## config.mk

```make
export PLATFORM = sky130hd
export DESIGN_NAME = sorted_priority_queue_top
export DESIGN_NICKNAME = d
export VERILOG_FILES = /design/src/hw/rtl/spq_pkg.sv /design/src/hw/rtl/spq_cell.sv /design/src/hw/rtl/sorted_priority_queue_top.sv
export SDC_FILE = /design/constraint.sdc
export NUM_CORES = 1
export LEC_CHECK = 0
export BUFFER_PORTS_ARGS = -buffer_cell sky130_fd_sc_hd__clkbuf_2
export CAP_MARGIN = 20
export CORE_UTILIZATION = 45
export CTS_BUF_LIST = sky130_fd_sc_hd__clkbuf_16
export DETAILED_ROUTE_END_ITERATION = 10
export GPL_ROUTABILITY_DRIVEN = 0
export SLEW_MARGIN = 20
export SYNTH_ARGS = -nofsm -noshare
export SYNTH_HDL_FRONTEND = slang
export SYNTH_SLANG_ARGS = --single-unit
```

## constraint.sdc

```tcl
create_clock -name clk_i -period 8.9 [get_ports clk_i]
set_input_delay 1.78 -clock clk_i [delete_from_list [all_inputs] [get_ports clk_i]]
set_output_delay 1.78 -clock clk_i [all_outputs]
set_load 0.01 [all_outputs]
```

## src/hw/rtl/spq_pkg.sv

```systemverilog
// shared types and constants for the sorted priority queue
// no dependencies; imported by spq_cell and sorted_priority_queue_top
package spq_pkg;

  localparam int unsigned SpqDepth = 16;
  localparam int unsigned PayW     = 16;
  localparam int unsigned PriW     = 4;
  localparam int unsigned StatW    = 2;
  localparam int unsigned OccW     = 5;

  // request modes
  localparam logic MODE_ENQ = 1'b0;
  localparam logic MODE_DEQ = 1'b1;

  // result status codes
  localparam logic [StatW-1:0] ST_DONE  = 2'd0;
  localparam logic [StatW-1:0] ST_FULL  = 2'd1;
  localparam logic [StatW-1:0] ST_EMPTY = 2'd2;

  // control broadcast to every cell of the row
  typedef struct packed {
    logic            enq;
    logic            deq;
    logic [PayW-1:0] pay;
    logic [PriW-1:0] pri;
  } spq_ctrl_t;

endpackage

```

## src/hw/rtl/spq_cell.sv

```systemverilog
// one storage cell of the sorted row: holds one entry, compares and shifts
// depends on spq_pkg
module spq_cell (
  input  logic                    clk_i,
  input  spq_pkg::spq_ctrl_t      ctrl_i,
  input  logic                    occupied_i,
  input  logic                    left_ge_i,
  input  logic [spq_pkg::PayW-1:0] left_pay_i,
  input  logic [spq_pkg::PriW-1:0] left_pri_i,
  input  logic [spq_pkg::PayW-1:0] right_pay_i,
  input  logic [spq_pkg::PriW-1:0] right_pri_i,
  output logic                    ge_o,
  output logic [spq_pkg::PayW-1:0] pay_o,
  output logic [spq_pkg::PriW-1:0] pri_o
);
  import spq_pkg::*;

  logic [PayW-1:0] pay_q, pay_d;
  logic [PriW-1:0] pri_q, pri_d;

  // entry stays ahead of the new one when its priority is equal or higher
  assign ge_o = occupied_i && (pri_q >= ctrl_i.pri);

  // keep, take the new entry, take the left entry, or take the right entry
  always_comb begin
    pay_d = pay_q;
    pri_d = pri_q;
    if (ctrl_i.enq && !ge_o) begin
      if (left_ge_i) begin
        pay_d = ctrl_i.pay;
        pri_d = ctrl_i.pri;
      end else begin
        pay_d = left_pay_i;
        pri_d = left_pri_i;
      end
    end else if (ctrl_i.deq) begin
      pay_d = right_pay_i;
      pri_d = right_pri_i;
    end
  end

  // entry storage, no reset
  always_ff @(posedge clk_i) begin
    pay_q <= pay_d;
    pri_q <= pri_d;
  end

  assign pay_o = pay_q;
  assign pri_o = pri_q;

endmodule

```

## src/hw/rtl/sorted_priority_queue_top.sv

```systemverilog
// sorted priority queue: row of compare-and-shift cells, fill counter, result register
// depends on spq_pkg and spq_cell
//
// usage
//   input channel: in_valid_i / in_stall_o with mode_i, payload_i, priority_req_i.
//   mode enqueue inserts the entry behind all entries of equal or higher
//   priority; mode dequeue removes the head entry.
//   output channel: out_valid_o / out_stall_i with status_o, out_payload_o,
//   out_priority_o and occupancy_o; every request gives exactly one result.
//   result: registered, valid in the cycle after the request is taken.
//   throughput: one request per cycle while in_stall_o is low; all cells compare
//   against the new priority and shift in the same cycle, so the row itself never waits.
//   stall: while a result waits under out_stall_i the block holds in_stall_o
//   high; once it is taken a new request is accepted in that same cycle.
//   reset: rst_ni (async, active low) empties the queue and drops out_valid_o;
//   the entry storage is not cleared, slots past the fill count are never read.
//   occupancy_o carries the low five bits of the fill count.
module sorted_priority_queue_top #(
  parameter int unsigned DEPTH = spq_pkg::SpqDepth
) (
  input  logic                      clk_i,
  input  logic                      rst_ni,
  input  logic                      in_valid_i,
  output logic                      in_stall_o,
  input  logic                      mode_i,
  input  logic [spq_pkg::PayW-1:0]  payload_i,
  input  logic [spq_pkg::PriW-1:0]  priority_req_i,
  output logic                      out_valid_o,
  input  logic                      out_stall_i,
  output logic [spq_pkg::StatW-1:0] status_o,
  output logic [spq_pkg::PayW-1:0]  out_payload_o,
  output logic [spq_pkg::PriW-1:0]  out_priority_o,
  output logic [spq_pkg::OccW-1:0]  occupancy_o
);
  import spq_pkg::*;

  localparam int unsigned CntW = $clog2(DEPTH + 1);

  logic [CntW-1:0]  count_q, count_d;
  logic             out_valid_q;
  logic [StatW-1:0] status_q, status_d;
  logic [PayW-1:0]  opay_q, opay_d;
  logic [PriW-1:0]  opri_q, opri_d;
  logic [OccW-1:0]  occ_q, occ_d;
  logic [31:0]      count_ext;

  logic             take;
  logic             full;
  logic             empty;
  spq_ctrl_t        ctrl;

  logic [PayW-1:0]  cell_pay [DEPTH];
  logic [PriW-1:0]  cell_pri [DEPTH];
  logic             cell_ge  [DEPTH];

  // handshake
  assign in_stall_o = out_valid_q && out_stall_i;
  assign take       = in_valid_i && !in_stall_o;
  assign full       = (count_q == CntW'(DEPTH));
  assign empty      = (count_q == '0);

  // control for the cell row
  always_comb begin
    ctrl.enq = take && (mode_i == MODE_ENQ) && !full;
    ctrl.deq = take && (mode_i == MODE_DEQ) && !empty;
    ctrl.pay = payload_i;
    ctrl.pri = priority_req_i;
  end

  // row of cells
  for (genvar i = 0; i < DEPTH; i++) begin : g_cell
    logic            left_ge;
    logic [PayW-1:0] left_pay, right_pay;
    logic [PriW-1:0] left_pri, right_pri;

    if (i == 0) begin : g_first
      assign left_ge  = 1'b1;
      assign left_pay = payload_i;
      assign left_pri = priority_req_i;
    end else begin : g_mid
      assign left_ge  = cell_ge[i-1];
      assign left_pay = cell_pay[i-1];
      assign left_pri = cell_pri[i-1];
    end

    if (i == DEPTH - 1) begin : g_last
      assign right_pay = cell_pay[i];
      assign right_pri = cell_pri[i];
    end else begin : g_inner
      assign right_pay = cell_pay[i+1];
      assign right_pri = cell_pri[i+1];
    end

    spq_cell u_cell (
      .clk_i      (clk_i),
      .ctrl_i     (ctrl),
      .occupied_i (CntW'(i) < count_q),
      .left_ge_i  (left_ge),
      .left_pay_i (left_pay),
      .left_pri_i (left_pri),
      .right_pay_i(right_pay),
      .right_pri_i(right_pri),
      .ge_o       (cell_ge[i]),
      .pay_o      (cell_pay[i]),
      .pri_o      (cell_pri[i])
    );
  end

  // fill count and result fields
  always_comb begin
    count_d  = count_q;
    status_d = ST_DONE;
    opay_d   = '0;
    opri_d   = '0;
    if (mode_i == MODE_ENQ) begin
      if (full) begin
        status_d = ST_FULL;
      end else begin
        count_d = count_q + CntW'(1);
      end
    end else begin
      if (empty) begin
        status_d = ST_EMPTY;
      end else begin
        opay_d  = cell_pay[0];
        opri_d  = cell_pri[0];
        count_d = count_q - CntW'(1);
      end
    end
    count_ext = 32'(count_d);
    occ_d     = count_ext[OccW-1:0];
  end

  // control registers
  always_ff @(posedge clk_i or negedge rst_ni) begin
    if (!rst_ni) begin
      count_q     <= '0;
      out_valid_q <= 1'b0;
    end else begin
      if (take) begin
        count_q <= count_d;
      end
      if (take) begin
        out_valid_q <= 1'b1;
      end else if (!out_stall_i) begin
        out_valid_q <= 1'b0;
      end
    end
  end

  // result register
  always_ff @(posedge clk_i) begin
    if (take) begin
      status_q <= status_d;
      opay_q   <= opay_d;
      opri_q   <= opri_d;
      occ_q    <= occ_d;
    end
  end

  assign out_valid_o    = out_valid_q;
  assign status_o       = status_q;
  assign out_payload_o  = opay_q;
  assign out_priority_o = opri_q;
  assign occupancy_o    = occ_q;

  // fill count stays within the row
  a_count_range: assert property (@(posedge clk_i) disable iff (!rst_ni)
    count_q <= CntW'(DEPTH))
    else $error("fill count exceeds depth");

  // a taken enqueue on a non-full queue grows the count by one
  a_enq_count: assert property (@(posedge clk_i) disable iff (!rst_ni)
    ctrl.enq |=> count_q == $past(count_q) + CntW'(1))
    else $error("enqueue did not grow the fill count");

  // a refused dequeue reports an empty queue with zero occupancy and payload
  a_empty_result: assert property (@(posedge clk_i) disable iff (!rst_ni)
    (out_valid_q && status_q == ST_EMPTY) |-> (occ_q == '0 && opay_q == '0))
    else $error("empty result with nonzero fields");

endmodule

```

==> metrics.md, run 1 <==
| Metric | Value |
|---|---|
| Post-DRT Antenna Nets | 0 |
| Via Count | roughly 12,000 |
| Main synth FF type | edfxtp_1 |
| Drt drc | 0 |
| Final nets | around 1,700 |
| Post-DP HPWL | 29,500 microns |
| Synth Area in Compound Gates | 10.5% |
| Final Skew | 0.0226 ns |
| Highest metal used | met4 |
| Largest net degree at the start of global routing | 42 |
| Endpoints failing setup | 0 |
| Die Width | 208 microns |
| Startpoint Class | input pin |
| WP data required | about 9.1 ns |
| Initial antenna violation count | 3 |
| Post-CTS setup buffers | 0 |
| Min cycle time layout | between 4 and 5 ns |
| Post-synthesis mux area share | between 15 and 20% |
| DIE HEIGHT | 208 microns |
| CTS root buf | clkbuf_16 |
| Synth Area in XOR/XNOR | less than 1% |
| First-pass GRT wire length | 65,100 microns |
| Synth Instances | 1,643 |
| Syn avg cell area | around 12 sq um |
| Overall routing resource usage | 18.7% |
| Initial core utilization | a little under half |
| Worst EP arrival | around 4.8 ns |
| Fin. max-slew vios | 0 |
| WL met1 | between 15,000 and 20,000 microns |
| Relative slew slack | 33.2% |
| Worst-Margin Slew | 1.00 ns |
| Share of layout cells above drive strength 1 | a little under an eighth |
| H-tree depth | 2 |
| Net count after synthesis | between 1,500 and 2,000 |
| Top cell type's share of synthesized area | between 50% and 60% |
| Endpoints failing hold | 0 |
| Number of max-cap violations | 0 |
| Crit path capture type | register |
| Setup TNS | 0 ns |
| Vias/cell | 5.47 |
| VDD IR max | about 0.17 mV |
| Avg WL per Cell | about 18 microns |
| I/O pin cnt | 54 |
| CTS sink cnt | around 350 |
| Hold depth | 1 |
| Num rows | 74 |
| Placed inst area | 19,700 sq um |
| Met3 wire length | ~1900 microns |
| Post-synth EDFFs | 347 |
| Max frequency | 218 MHz |
| Core area | approximately 41,000 sq um |
| Status | finished clean |
| Post-Synth Simple-Gate Area | a little under 9% |
| Area Overhead vs Synth | 10.2% |
| Worst hold path type | reg2reg |
| Final hold slack | 0.551 ns |
| Register area share after synthesis | 55.6% |
| # fillers | 3,637 |
| Die area | approximately 43,000 sq um |
| DP Worst Slack | 3.75 ns |
| Crit share post-route | around half |
| Remaining Overflow, GRT | 0 |
| Seq. cell area | about 11,000 sq um |
| Worst-skew pair later-pin latency | between 0.5 and 0.6 ns |
| First-iteration detailed-routing DRC count | around 850 |
| Buffers on Ports | 53 |
| Top cells by count, synth | 347 x edfxtp_1, 280 x mux2i_1, 200 x a21oi_1 |
| Synthesized-area fraction occupied by adder cells | 4.47% |
| Mapped cell area | ~19,000 sq um |
| Vias in the first global route | about 12,000 |
| Hold buffers post-CTS | 0 |
| CTS max path bufs | 3 |
| Footprint of the multi-input gates | between 7000 and 8000 sq um |
| Number of distinct library cells after synthesis | between 40 and 50 |
| Resized Gates After CTS | 0 |
| Setup WS post-layout | around 4.3 ns |
| Final WL | 40,200 microns |
| Yosys top cell by area | edfxtp_1 |
| CTS clk-pin slew, worst paths | roughly 0.06 ns |
| P_leak | ~0.0088 uW |
| Final instance area | approximately 21,000 sq um |
| Total CTS buffers | 41 |
| Power per Cell Area | 278 nW/um^2 |
| RSZ-0062 raised after global routing | false |
| Pre-antenna DRT Iters | 8 |
| Critical path type | in2reg |
| Most common cell in the netlist | edfxtp_1 |
| FF+latch count, synth | ~350 |
| Largest family of logic cells by synthesized area | multiplexers |
| Metal2 WL | between 15,000 and 20,000 microns |
| Yosys warns | 0 |
| Top cells by area, synth | edfxtp_1 55%, mux2i_1 15%, a21oi_1 5.3%, ha_1 4.5%, nor2_1 3.8% |
| R2r worst-path depth | 8 |
| Post-synth ARST share | 1.70% |
| Worst-path maximum fanout | 41 |
| CTS tree | done |
-- final cells by class --
class	count	share of cell area (%)
antenna	3	0.0358
clock buffer	42	5.01
clock inverter	27	0.973
inverter	23	0.412
multi-input combinational	1149	37.5
sequential	353	50.4
tap	532	3.18
timing repair buffer	82	2.44
-- worst paths after layout --
kind,start,endpoint,slack [ns]
setup / recovery,priority_req_i[1],g_cell[5].u_cell.pay_o[11]$_DFFE_PP_,4.32
hold / removal,g_cell[0].u_cell.pay_o[3]$_DFFE_PP_,out_payload_o[3]$_SDFFCE_PP0N_,0.55
setup reg to reg,count_q[1]$_DFFE_PN0N_,g_cell[1].u_cell.pri_o[0]$_DFFE_PP_,5.16
hold reg to reg,g_cell[0].u_cell.pay_o[3]$_DFFE_PP_,out_payload_o[3]$_SDFFCE_PP0N_,0.55
max in group asynchronous,rst_ni,count_q[1]$_DFFE_PN0N_,7.69
min in group asynchronous,rst_ni,count_q[3]$_DFFE_PN0N_,1.04
-- per-stage QoR --
step,total power [uW],utilization [%],cells
floorplan,3820,-,1643
global placement,4230,47.6,2137
detailed placement,4280,47.6,2138
CTS,5880,50.7,2207
global route,6150,50.8,2211
finish,5820,50.8,2211
-- per-layer routing --
metal	vias up	global-route usage, %
li1	6034	-
met3	61	2.81
met4	0	6.00
met5	-	0
met2	279	29.9
met1	5730	26.1
-- state kept, by name (all words and copies together), names as in the netlist --
| register | cells |
|---|---|
| out_priority_o | 4 |
| count_q | 5 |
| out_payload_o | 16 |
| occupancy_o | 5 |
| status_o | 2 |
| g_cell.u_cell.pay_o | 256 |
| g_cell.u_cell.pri_o | 64 |
| out_valid_o | 1 |
-- power by group --
| group | leakage, uW | total (uW) | internal, uW | switching [uW] |
|---|---|---|---|---|
| Combinational | 0.00480 | 1730 | 713 | 1020 |
| Sequential | 0.00334 | 2500 | 2290 | 217 |
| Clock | 0.000658 | 1590 | 935 | 652 |
-- critical path, cell delays in order --
cell and delay [ns]:
clkbuf_2 0.25, inv_1 0.60, ha_1 0.35, o211ai_1 0.19, o21ai_0 0.22, a21oi_4 0.20
buf_4 0.36, nand2b_1 0.78
-- cells in the final DEF, fill, tap and decap left out, drive strengths merged, types with 3 or more instances in the layout --
cell	n
a21o	3
a21oi	208
a22oi	3
and2	20
buf	29
bufinv	3
clkbuf	95
clkinv	10
dfrtp	6
diode	3
edfxtp	347
ha	68
inv	36
mux2	39
mux2i	280
nand2	133
nand2b	15
nor2	195
nor3	3
nor3b	13
o211ai	13
o21ai	120
or2	4
or3	3
-- logic make-up after synthesis --
family / after synthesis
AO/OA/AOI/OAI: 362
XOR/XNOR: 4
adder cells (fa/ha/maj): 68
buffers and inverters: 141
flip-flops: 353
multiplexers: 319
AND/OR/NAND/NOR: 396
Power figures use the tool's default switching activity.
==> inputs of run 2 (changes only) <==
==> constraint.sdc (replaced) <==
create_clock -name clk_i -period 4.2 [get_ports clk_i]
set_input_delay 0.84 -clock clk_i [delete_from_list [all_inputs] [get_ports clk_i]]
set_output_delay 0.84 -clock clk_i [all_outputs]
set_load 0.01 [all_outputs]
==> run 2 against run 1 <==
  * Sequential share of layout area decreased by 0.74 points
  * Combinational power is 120% higher
  * Sequential power grew 110%
  * Worst setup slack got worse by 3.6 ns
  * Clock skew hardly changed
  * Via count decreased by 0.17%
  * Core utilization increased by 0.76 points
  * Cell count increased by 1.6%
  * Non-clock buffer count increased by 36
  * Critical endpoint is now g_cell[11].u_cell.pay_o[4]$_DFFE_PP_
==> metrics.md, run 2 (synthesis results as in run 1) <==
| Metric | Value |
|---|---|
| Buffers on Ports | 53 (unchanged) |
| P_leak | 0.00899 uW (+2.2%) |
| I/O pin cnt | 54 (unchanged) |
| Most frequent cells in the layout | 347 x edfxtp_1, 280 x mux2i_1, 199 x a21oi_1 |
| First-pass GRT wire length | 65,000 microns (-0.18%) |
| Critical path type | reg2reg |
| Worst EP arrival | 3.77 ns (-0.98 ns) |
| Worst r2r src | count_q[1]$_DFFE_PN0N_ |
| Post-CTS setup buffers | 0 (unchanged) |
| CTS root buf | clkbuf_16 |
| Remaining Overflow, GRT | 0 (unchanged) |
| Total CTS buffers | 40 (-2.4%) |
| Core area | 41,300 sq um (unchanged) |
| Final Skew | 0.0226 ns (-0.0000551 ns) |
| Relative slew slack | 33.1% (-0.038 points) |
| Drt drc | 0 (unchanged) |
| Post-DRT Antenna Nets | 0 (unchanged) |
| Avg WL per Cell | 17.9 microns (-1.4%) |
| R2R Path End | g_cell[11].u_cell.pay_o[4]$_DFFE_PP_ |
| Initial core utilization | 46.1% (unchanged) |
| Startpoint Class | register |
| Combinational share of power | 29.8% (about the same) |
| Sequential share of power | 42.1% (-0.9 points) |
| Max frequency | 287 MHz |
| CTS sink cnt | 353 (unchanged) |
| Via Count | 12,100 (-0.17%) |
| RSZ-0062 raised after global routing | false |
| Hold buffers post-CTS | 0 (unchanged) |
| Worst path cell trace | inv_1 -> ha_1 -> and4bb_1 -> or3_1 -> a21oi_4 -> buf_4 -> a21oi_1 |
| Resized Gates After CTS | 0 (unchanged) |
| Pre-antenna DRT Iters | 5 (-3) |
| Largest net degree at the start of global routing | 41 (-2.4%) |
| WP data required | 4.48 ns (-4.59 ns) |
| VDD IR max | 0.346 mV (+100%) |
| Die Width | 208 microns (unchanged) |
| Antenna cells | 0 (-3) |
| Crit share post-route | just over 80% |
| Psw | 4010 uW (+110%) |
| Clock share of power | 28.1% (+0.9 points) |
| Status | finished clean |
| Num rows | 74 (unchanged) |
| Worst-skew pair later-pin latency | 0.55 ns (about the same) |
| Setup TNS | 0 ns (unchanged) |
| Sw frac | 32.0% (-0.47 points) |
| R2r worst-path depth | 7 (-1) |
| Final nets | 1,778 (+2.0%) |
| Fin. max-slew vios | 0 (unchanged) |
| Number of max-cap violations | 0 (unchanged) |
| Final instance area | 21,300 sq um (+1.5%) |
| Crit-path leading delay family | simple AND/OR/NAND/NOR gates |
| H-tree depth | 2 (unchanged) |
| Post-DP HPWL | 29,800 microns (+0.83%) |
| Worst-path maximum fanout | 24 (-41%) |
| CTS tree | done |
| Internal Power | 8520 uW (+120%) |
| Vias in the first global route | 11,800 (-1.4%) |
| Endpoints failing setup | 0 (unchanged) |
| Die area | 43,100 sq um (unchanged) |
| Overall routing resource usage | 18.7% (+0.044 points) |
| CTS clk-pin slew, worst paths | 0.06 ns (about the same) |
| Critical Path Max Stage Delay | 0.71 ns (-0.07 ns) |
| Area Overhead vs Synth | 11.8% |
| Commonest non-fill, non-tap cell in the layout | edfxtp_1 |
| Bufs and invs on worst path | 2 (-1) |
| R2R Setup Slk | 0.72 ns (-4.44 ns) |
| Vias/cell | 5.38 (-1.8%) |
| Placed inst area | 20,000 sq um (+1.4%) |
| Worst path slowest cell | or3_1 |
| Worst hold path type | in2async |
| Share of layout cells above drive strength 1 | 13.4% (+1.8 points) |
| Worst-Margin Slew | 1.00 ns (+0.000565 ns) |
| CP startpoint | count_q[1]$_DFFE_PN0N_ |
| Crit path capture type | register |
| Power per Cell Area | 589 nW/um^2 (+110%) |
| Number of flip-flops in the largest register | 256 (unchanged) |
| Initial antenna violation count | 0 (-3) |
| Min cycle time layout | ~3.5 ns |
| Endpoints failing hold | 0 (unchanged) |
| Final WL | 40,300 microns (+0.23%) |
| DIE HEIGHT | 208 microns (unchanged) |
| CTS max path bufs | 3 (unchanged) |
| First-iteration detailed-routing DRC count | 791 (-6.7%) |
run 2: cell types whose count changed in the layout (fill, tap and decap cells not counted), moves of 2 or more:
| cell | delta |
|---|---|
| inv_1 | -5 |
| nand2_2 | -5 |
| diode_2 | -3 |
| buf_4 | +36 |
| buf_12 | +2 |
| clkinv_1 | +2 |
| bufinv_16 | +2 |
| clkinv_2 | +4 |
| nand2_1 | +5 |
run 2: cell type report:
type | instances | area (sq um)
clock buffer | 42 | 1050
clock inverter | 30 | 273
fill | 3621 | 20000
inverter | 23 | 86.3
multi-input combinational | 1149 | 7850
sequential | 353 | 10600
tap | 532 | 666
timing repair buffer | 118 | 778
run 2: routing by layer:
| metal | share of wire [%] | up-vias | global-route usage, % |
|---|---|---|---|
| li1 | - | 6104 | - |
| met1 | 48 | 5673 | 25.8 |
| met2 | 46 | 260 | 31.1 |
| met3 | 4.9 | 47 | 2.80 |
| met4 | 1.5 | 0 | 4.42 |
| met5 | 0 | - | 0 |
run 2: per-stage QoR:
step | hold slack [ns] | std cells | utilization [%] | setup slack (ns) | total power, uW
5_1_grt | 0.110 | 2247 | 51.5 | 0.507 | 13200
6_report | 0.125 | 2247 | 51.5 | 0.716 | 12500
3_3_place_gp | 0.537 | 2175 | 48.3 | 0.615 | 8990
4_1_cts | 0.101 | 2247 | 51.5 | 0.787 | 12600
3_5_place_dp | 0.544 | 2175 | 48.3 | 0.555 | 9080
2_1_floorplan | 0.522 | 1643 | - | 1.02 | 8100
run 2: power groups by stage:
stage / combinational [uW] / sequential [uW] / clock, uW
5_1_grt: 4150 / 5340 / 3750
6_report: 3740 / 5270 / 3520
3_5_place_dp: 3750 / 5330 / 0
4_1_cts: 3770 / 5270 / 3610
2_1_floorplan: 2950 / 5140 / 0
3_3_place_gp: 3680 / 5310 / 0
run 2: worst max-delay path by stage:
stage | to | slack, ns | cells after the start
6_report | g_cell[11].u_cell.pay_o[4]$_DFFE_PP_ | 0.72 | 7
5_1_grt | g_cell[11].u_cell.pay_o[4]$_DFFE_PP_ | 0.51 | 8
4_1_cts | g_cell[11].u_cell.pay_o[4]$_DFFE_PP_ | 0.79 | 7
3_5_place_dp | g_cell[5].u_cell.pri_o[3]$_DFFE_PP_ | 0.55 | 9
3_3_place_gp | g_cell[5].u_cell.pay_o[3]$_DFFE_PP_ | 0.61 | 9
2_1_floorplan | g_cell[0].u_cell.pay_o[0]$_DFFE_PP_ | 1.02 | 8
==> inputs of run 3 (changes only) <==
==> constraint.sdc (replaced) <==
create_clock -name clk_i -period 3.5 [get_ports clk_i]
set_input_delay 0.7 -clock clk_i [delete_from_list [all_inputs] [get_ports clk_i]]
set_output_delay 0.7 -clock clk_i [all_outputs]
set_load 0.01 [all_outputs]
==> run 3 against run 2 <==
  * Flip-flop and latch count unchanged
  * Core utilization increased by 0.36 points
  * Hold slack improved by 0.26 ns
  * Register-to-register slack got worse by 0.06 ns
  * Global-route usage decreased by 0.63 points
  * Clock-buffer cell count decreased by 2
==> metrics.md, run 3 (synthesis results as in run 1) <==
| Metric | Value |
|---|---|
| Commonest non-fill, non-tap cell in the layout | edfxtp_1 |
| WL met1 | 18,800 microns (-2.3%) |
| Power per Cell Area | 700 nW/um^2 (+19%) |
| Worst r2r src | count_q[0]$_DFFE_PN0N_ |
| Critical Path Max Stage Delay | 0.65 ns (-0.06 ns) |
| Placed cells | 2,201 (+1.2%) |
| Most frequent cells in the layout | 347 x edfxtp_1, 280 x mux2i_1, 199 x a21oi_1 |
| Final nets | 1,805 (+1.5%) |
| Final WL | 39,000 microns (-3.1%) |
| Critical path type | reg2reg |
| Largest net degree at the start of global routing | 41 (unchanged) |
| R2R Setup Slk | 0.65 ns (-0.06 ns) |
| Final Util | 51.9% (+0.36 points) |
| Crit path capture type | register |
| Max frequency | 351 MHz (+22%) |
| CP startpoint | count_q[0]$_DFFE_PN0N_ |
| Final Non-Filler Cells | 2,272 (+1.1%) |
| P_leak | 0.00909 uW (+1.1%) |
| Final instance area | 21,400 sq um (+0.70%) |
| Worst path cell trace | inv_1 -> ha_1 -> and4bb_1 -> or3_1 -> buf_4 -> a21o_1 -> buf_4 -> nand2_1 -> buf_4 |
| Endpoints failing hold | 0 (unchanged) |
| Post-DRT Antenna Nets | 0 (unchanged) |
| Die Width | 208 microns (unchanged) |
| End of the critical path | g_cell[9].u_cell.pay_o[13]$_DFFE_PP_ |
| CTS max path bufs | 3 (unchanged) |
| RSZ-0062 raised after global routing | false |
| Startpoint Class | register |
| Total CTS buffers | 40 (unchanged) |
| Antenna cells | 0 (unchanged) |
| Highest metal used | met4 |
| WP data required | 3.73 ns (-0.75 ns) |
| Core area | 41,300 sq um (unchanged) |
| Status | finished clean |
| Bufs and invs on worst path | 4 (+2) |
| Via Count | 12,100 (+0.35%) |
| Share of layout cells above drive strength 1 | 14.7% (+1.3 points) |
| Sw frac | 31.9% (-0.063 points) |
| Worst-Margin Slew | 0.753 ns (-0.251 ns) |
| Combinational share of power | 30.3% (+0.5 points) |
| Buffers on Ports | 53 (unchanged) |
| Psw | 4780 uW (+19%) |
| Crit-path leading delay family | buffers and inverters |
| Worst hold path type | in2reg |
| Post-DP HPWL | 29,500 microns (-1.1%) |
| Relative slew slack | 49.8% (+17 points) |
| Initial antenna violation count | 0 (unchanged) |
| Clock share of power | 27.5% (-0.6 points) |
| Sequential share of power | 42.2% (about the same) |
| Fin. max-slew vios | 0 (unchanged) |
| CTS tree | done |
| Vias in the first global route | 11,900 (+0.81%) |
| Setup TNS | 0 ns (unchanged) |
| Pre-antenna DRT Iters | 8 (+3) |
| Drt drc | 0 (unchanged) |
| Worst path slowest cell | dfrtp_1 |
| Number of max-cap violations | 0 (unchanged) |
| Num rows | 74 (unchanged) |
| DIE HEIGHT | 208 microns (unchanged) |
| Setup WS post-layout | 0.654 ns (-0.0622 ns) |
| CTS root buf | clkbuf_16 |
| Avg WL per Cell | 17.2 microns (-4.2%) |
| Area Overhead vs Synth | 12.6% |
| R2r worst-path depth | 9 (+2) |
| DP Worst Slack | 0.501 ns (-0.0540 ns) |
| Worst EP arrival | 3.08 ns (-0.69 ns) |
| VDD IR max | 0.413 mV (+19%) |
| Internal Power | 10,200 uW (+20%) |
| First-pass GRT wire length | 63,700 microns (-2.0%) |
| Critical path depth | 9 (+2) |
| Endpoints failing setup | 0 (unchanged) |
| CTS clk-pin slew, worst paths | 0.05 ns (about the same) |
| Remaining Overflow, GRT | 0 (unchanged) |
| Worst-skew pair later-pin latency | 0.55 ns (about the same) |
| R2R Path End | g_cell[9].u_cell.pay_o[13]$_DFFE_PP_ |
| Placed inst area | 20,100 sq um (+0.92%) |
| Initial core utilization | 46.1% (unchanged) |
| First-iteration detailed-routing DRC count | 908 (+15%) |
| Worst-path maximum fanout | 23 (-4.2%) |
| Crit share post-route | 81.3% (-1.6 points) |
| Number of flip-flops in the largest register | 256 (unchanged) |
| Die area | 43,100 sq um (unchanged) |
| # fillers | 3,661 (+1.1%) |
| Metal2 WL | 18,000 microns (-2.2%) |
| CTS sink cnt | 353 (unchanged) |
| Most common cell on crit path | buf_4 |
| Min cycle time layout | 2.85 ns (-0.638 ns) |
| Vias/cell | 5.34 (-0.76%) |
| I/O pin cnt | 54 (unchanged) |
| Met3 wire length | 1690 microns (-14%) |
| Final Skew | 0.0317 ns (+0.00915 ns) |
| Overall routing resource usage | 18.1% (-0.63 points) |
| H-tree depth | 2 (unchanged) |
[run 3: cell types whose count changed in the layout (fill, tap and decap cells not counted)]
cell and change:
buf_12 -1, inv_6 +1, dlygate4sd3_1 +1, inv_1 -3, buf_4 +27, clkinv_1 +1, clkbuf_16 -2, clkinv_2 +1
[run 3: how the worst min path moves through the flow]
stage	to	from	depth (start not counted)
after CTS	out_valid_o$_DFFE_PN0P_	in_valid_i	2
after detailed placement	out_payload_o[8]$_SDFFCE_PP0N_	g_cell[0].u_cell.pay_o[8]$_DFFE_PP_	1
final	out_valid_o$_DFFE_PN0P_	in_valid_i	2
after global routing	out_valid_o$_DFFE_PN0P_	in_valid_i	2
after floorplan	count_q[0]$_DFFE_PN0N_	rst_ni	0
after global placement	out_valid_o$_DFFE_PN0P_	rst_ni	1
[run 3: metrics by stage]
step	power [uW]	hold slack, ns
finish	15000	0.384
global route	15800	0.382
CTS	15100	0.367
detailed placement	11000	0.540
global placement	10800	0.538
floorplan	9720	0.404
[run 3: layout make-up]
| cell class | count | area, sq um | area share, % |
|---|---|---|---|
| repair buffers | 145 | 971 | 4.53 |
| inverters | 23 | 86.3 | 0.403 |
| well taps | 532 | 666 | 3.11 |
| multi-input cells | 1149 | 7850 | 36.6 |
| flip-flops and latches | 353 | 10600 | 49.3 |
| clock buffers | 40 | 1000 | 4.67 |
| clock inverters | 30 | 279 | 1.30 |
[run 3: worst reg2reg max path: cells and delay by family (launching register included)]
kind | cells | cell delay [ns]
buffers and inverters | 4 | 0.76
AOI/OAI and AO/OA | 1 | 0.23
and+or+nand+nor | 3 | 0.65
DFF | 1 | 0.65
adders and majority gates | 1 | 0.27
[run 3: per-layer routing]
| metal | GRT usage [%] | vias to the layer above |
|---|---|---|
| met2 | 29.9 | 225 |
| met5 | 0 | - |
| li1 | - | 6166 |
| met3 | 2.98 | 42 |
| met1 | 25.1 | 5693 |
| met4 | 3.81 | 0 |
[run 3: power groups by stage]
stage	clock [uW]	sequential (uW)	combinational [uW]
detailed placement	0	6400	4560
floorplan	0	6170	3540
global placement	0	6380	4460
finish	4120	6320	4550
global route	4390	6410	5040
CTS	4230	6310	4580
[run 3: timing repair]
action | in CTS | in global routing
setup buffers | 0 | 0
hold endpoints to repair | 6 | 0
gates resized for setup | 0 | 0
hold buffers | 1 | 0
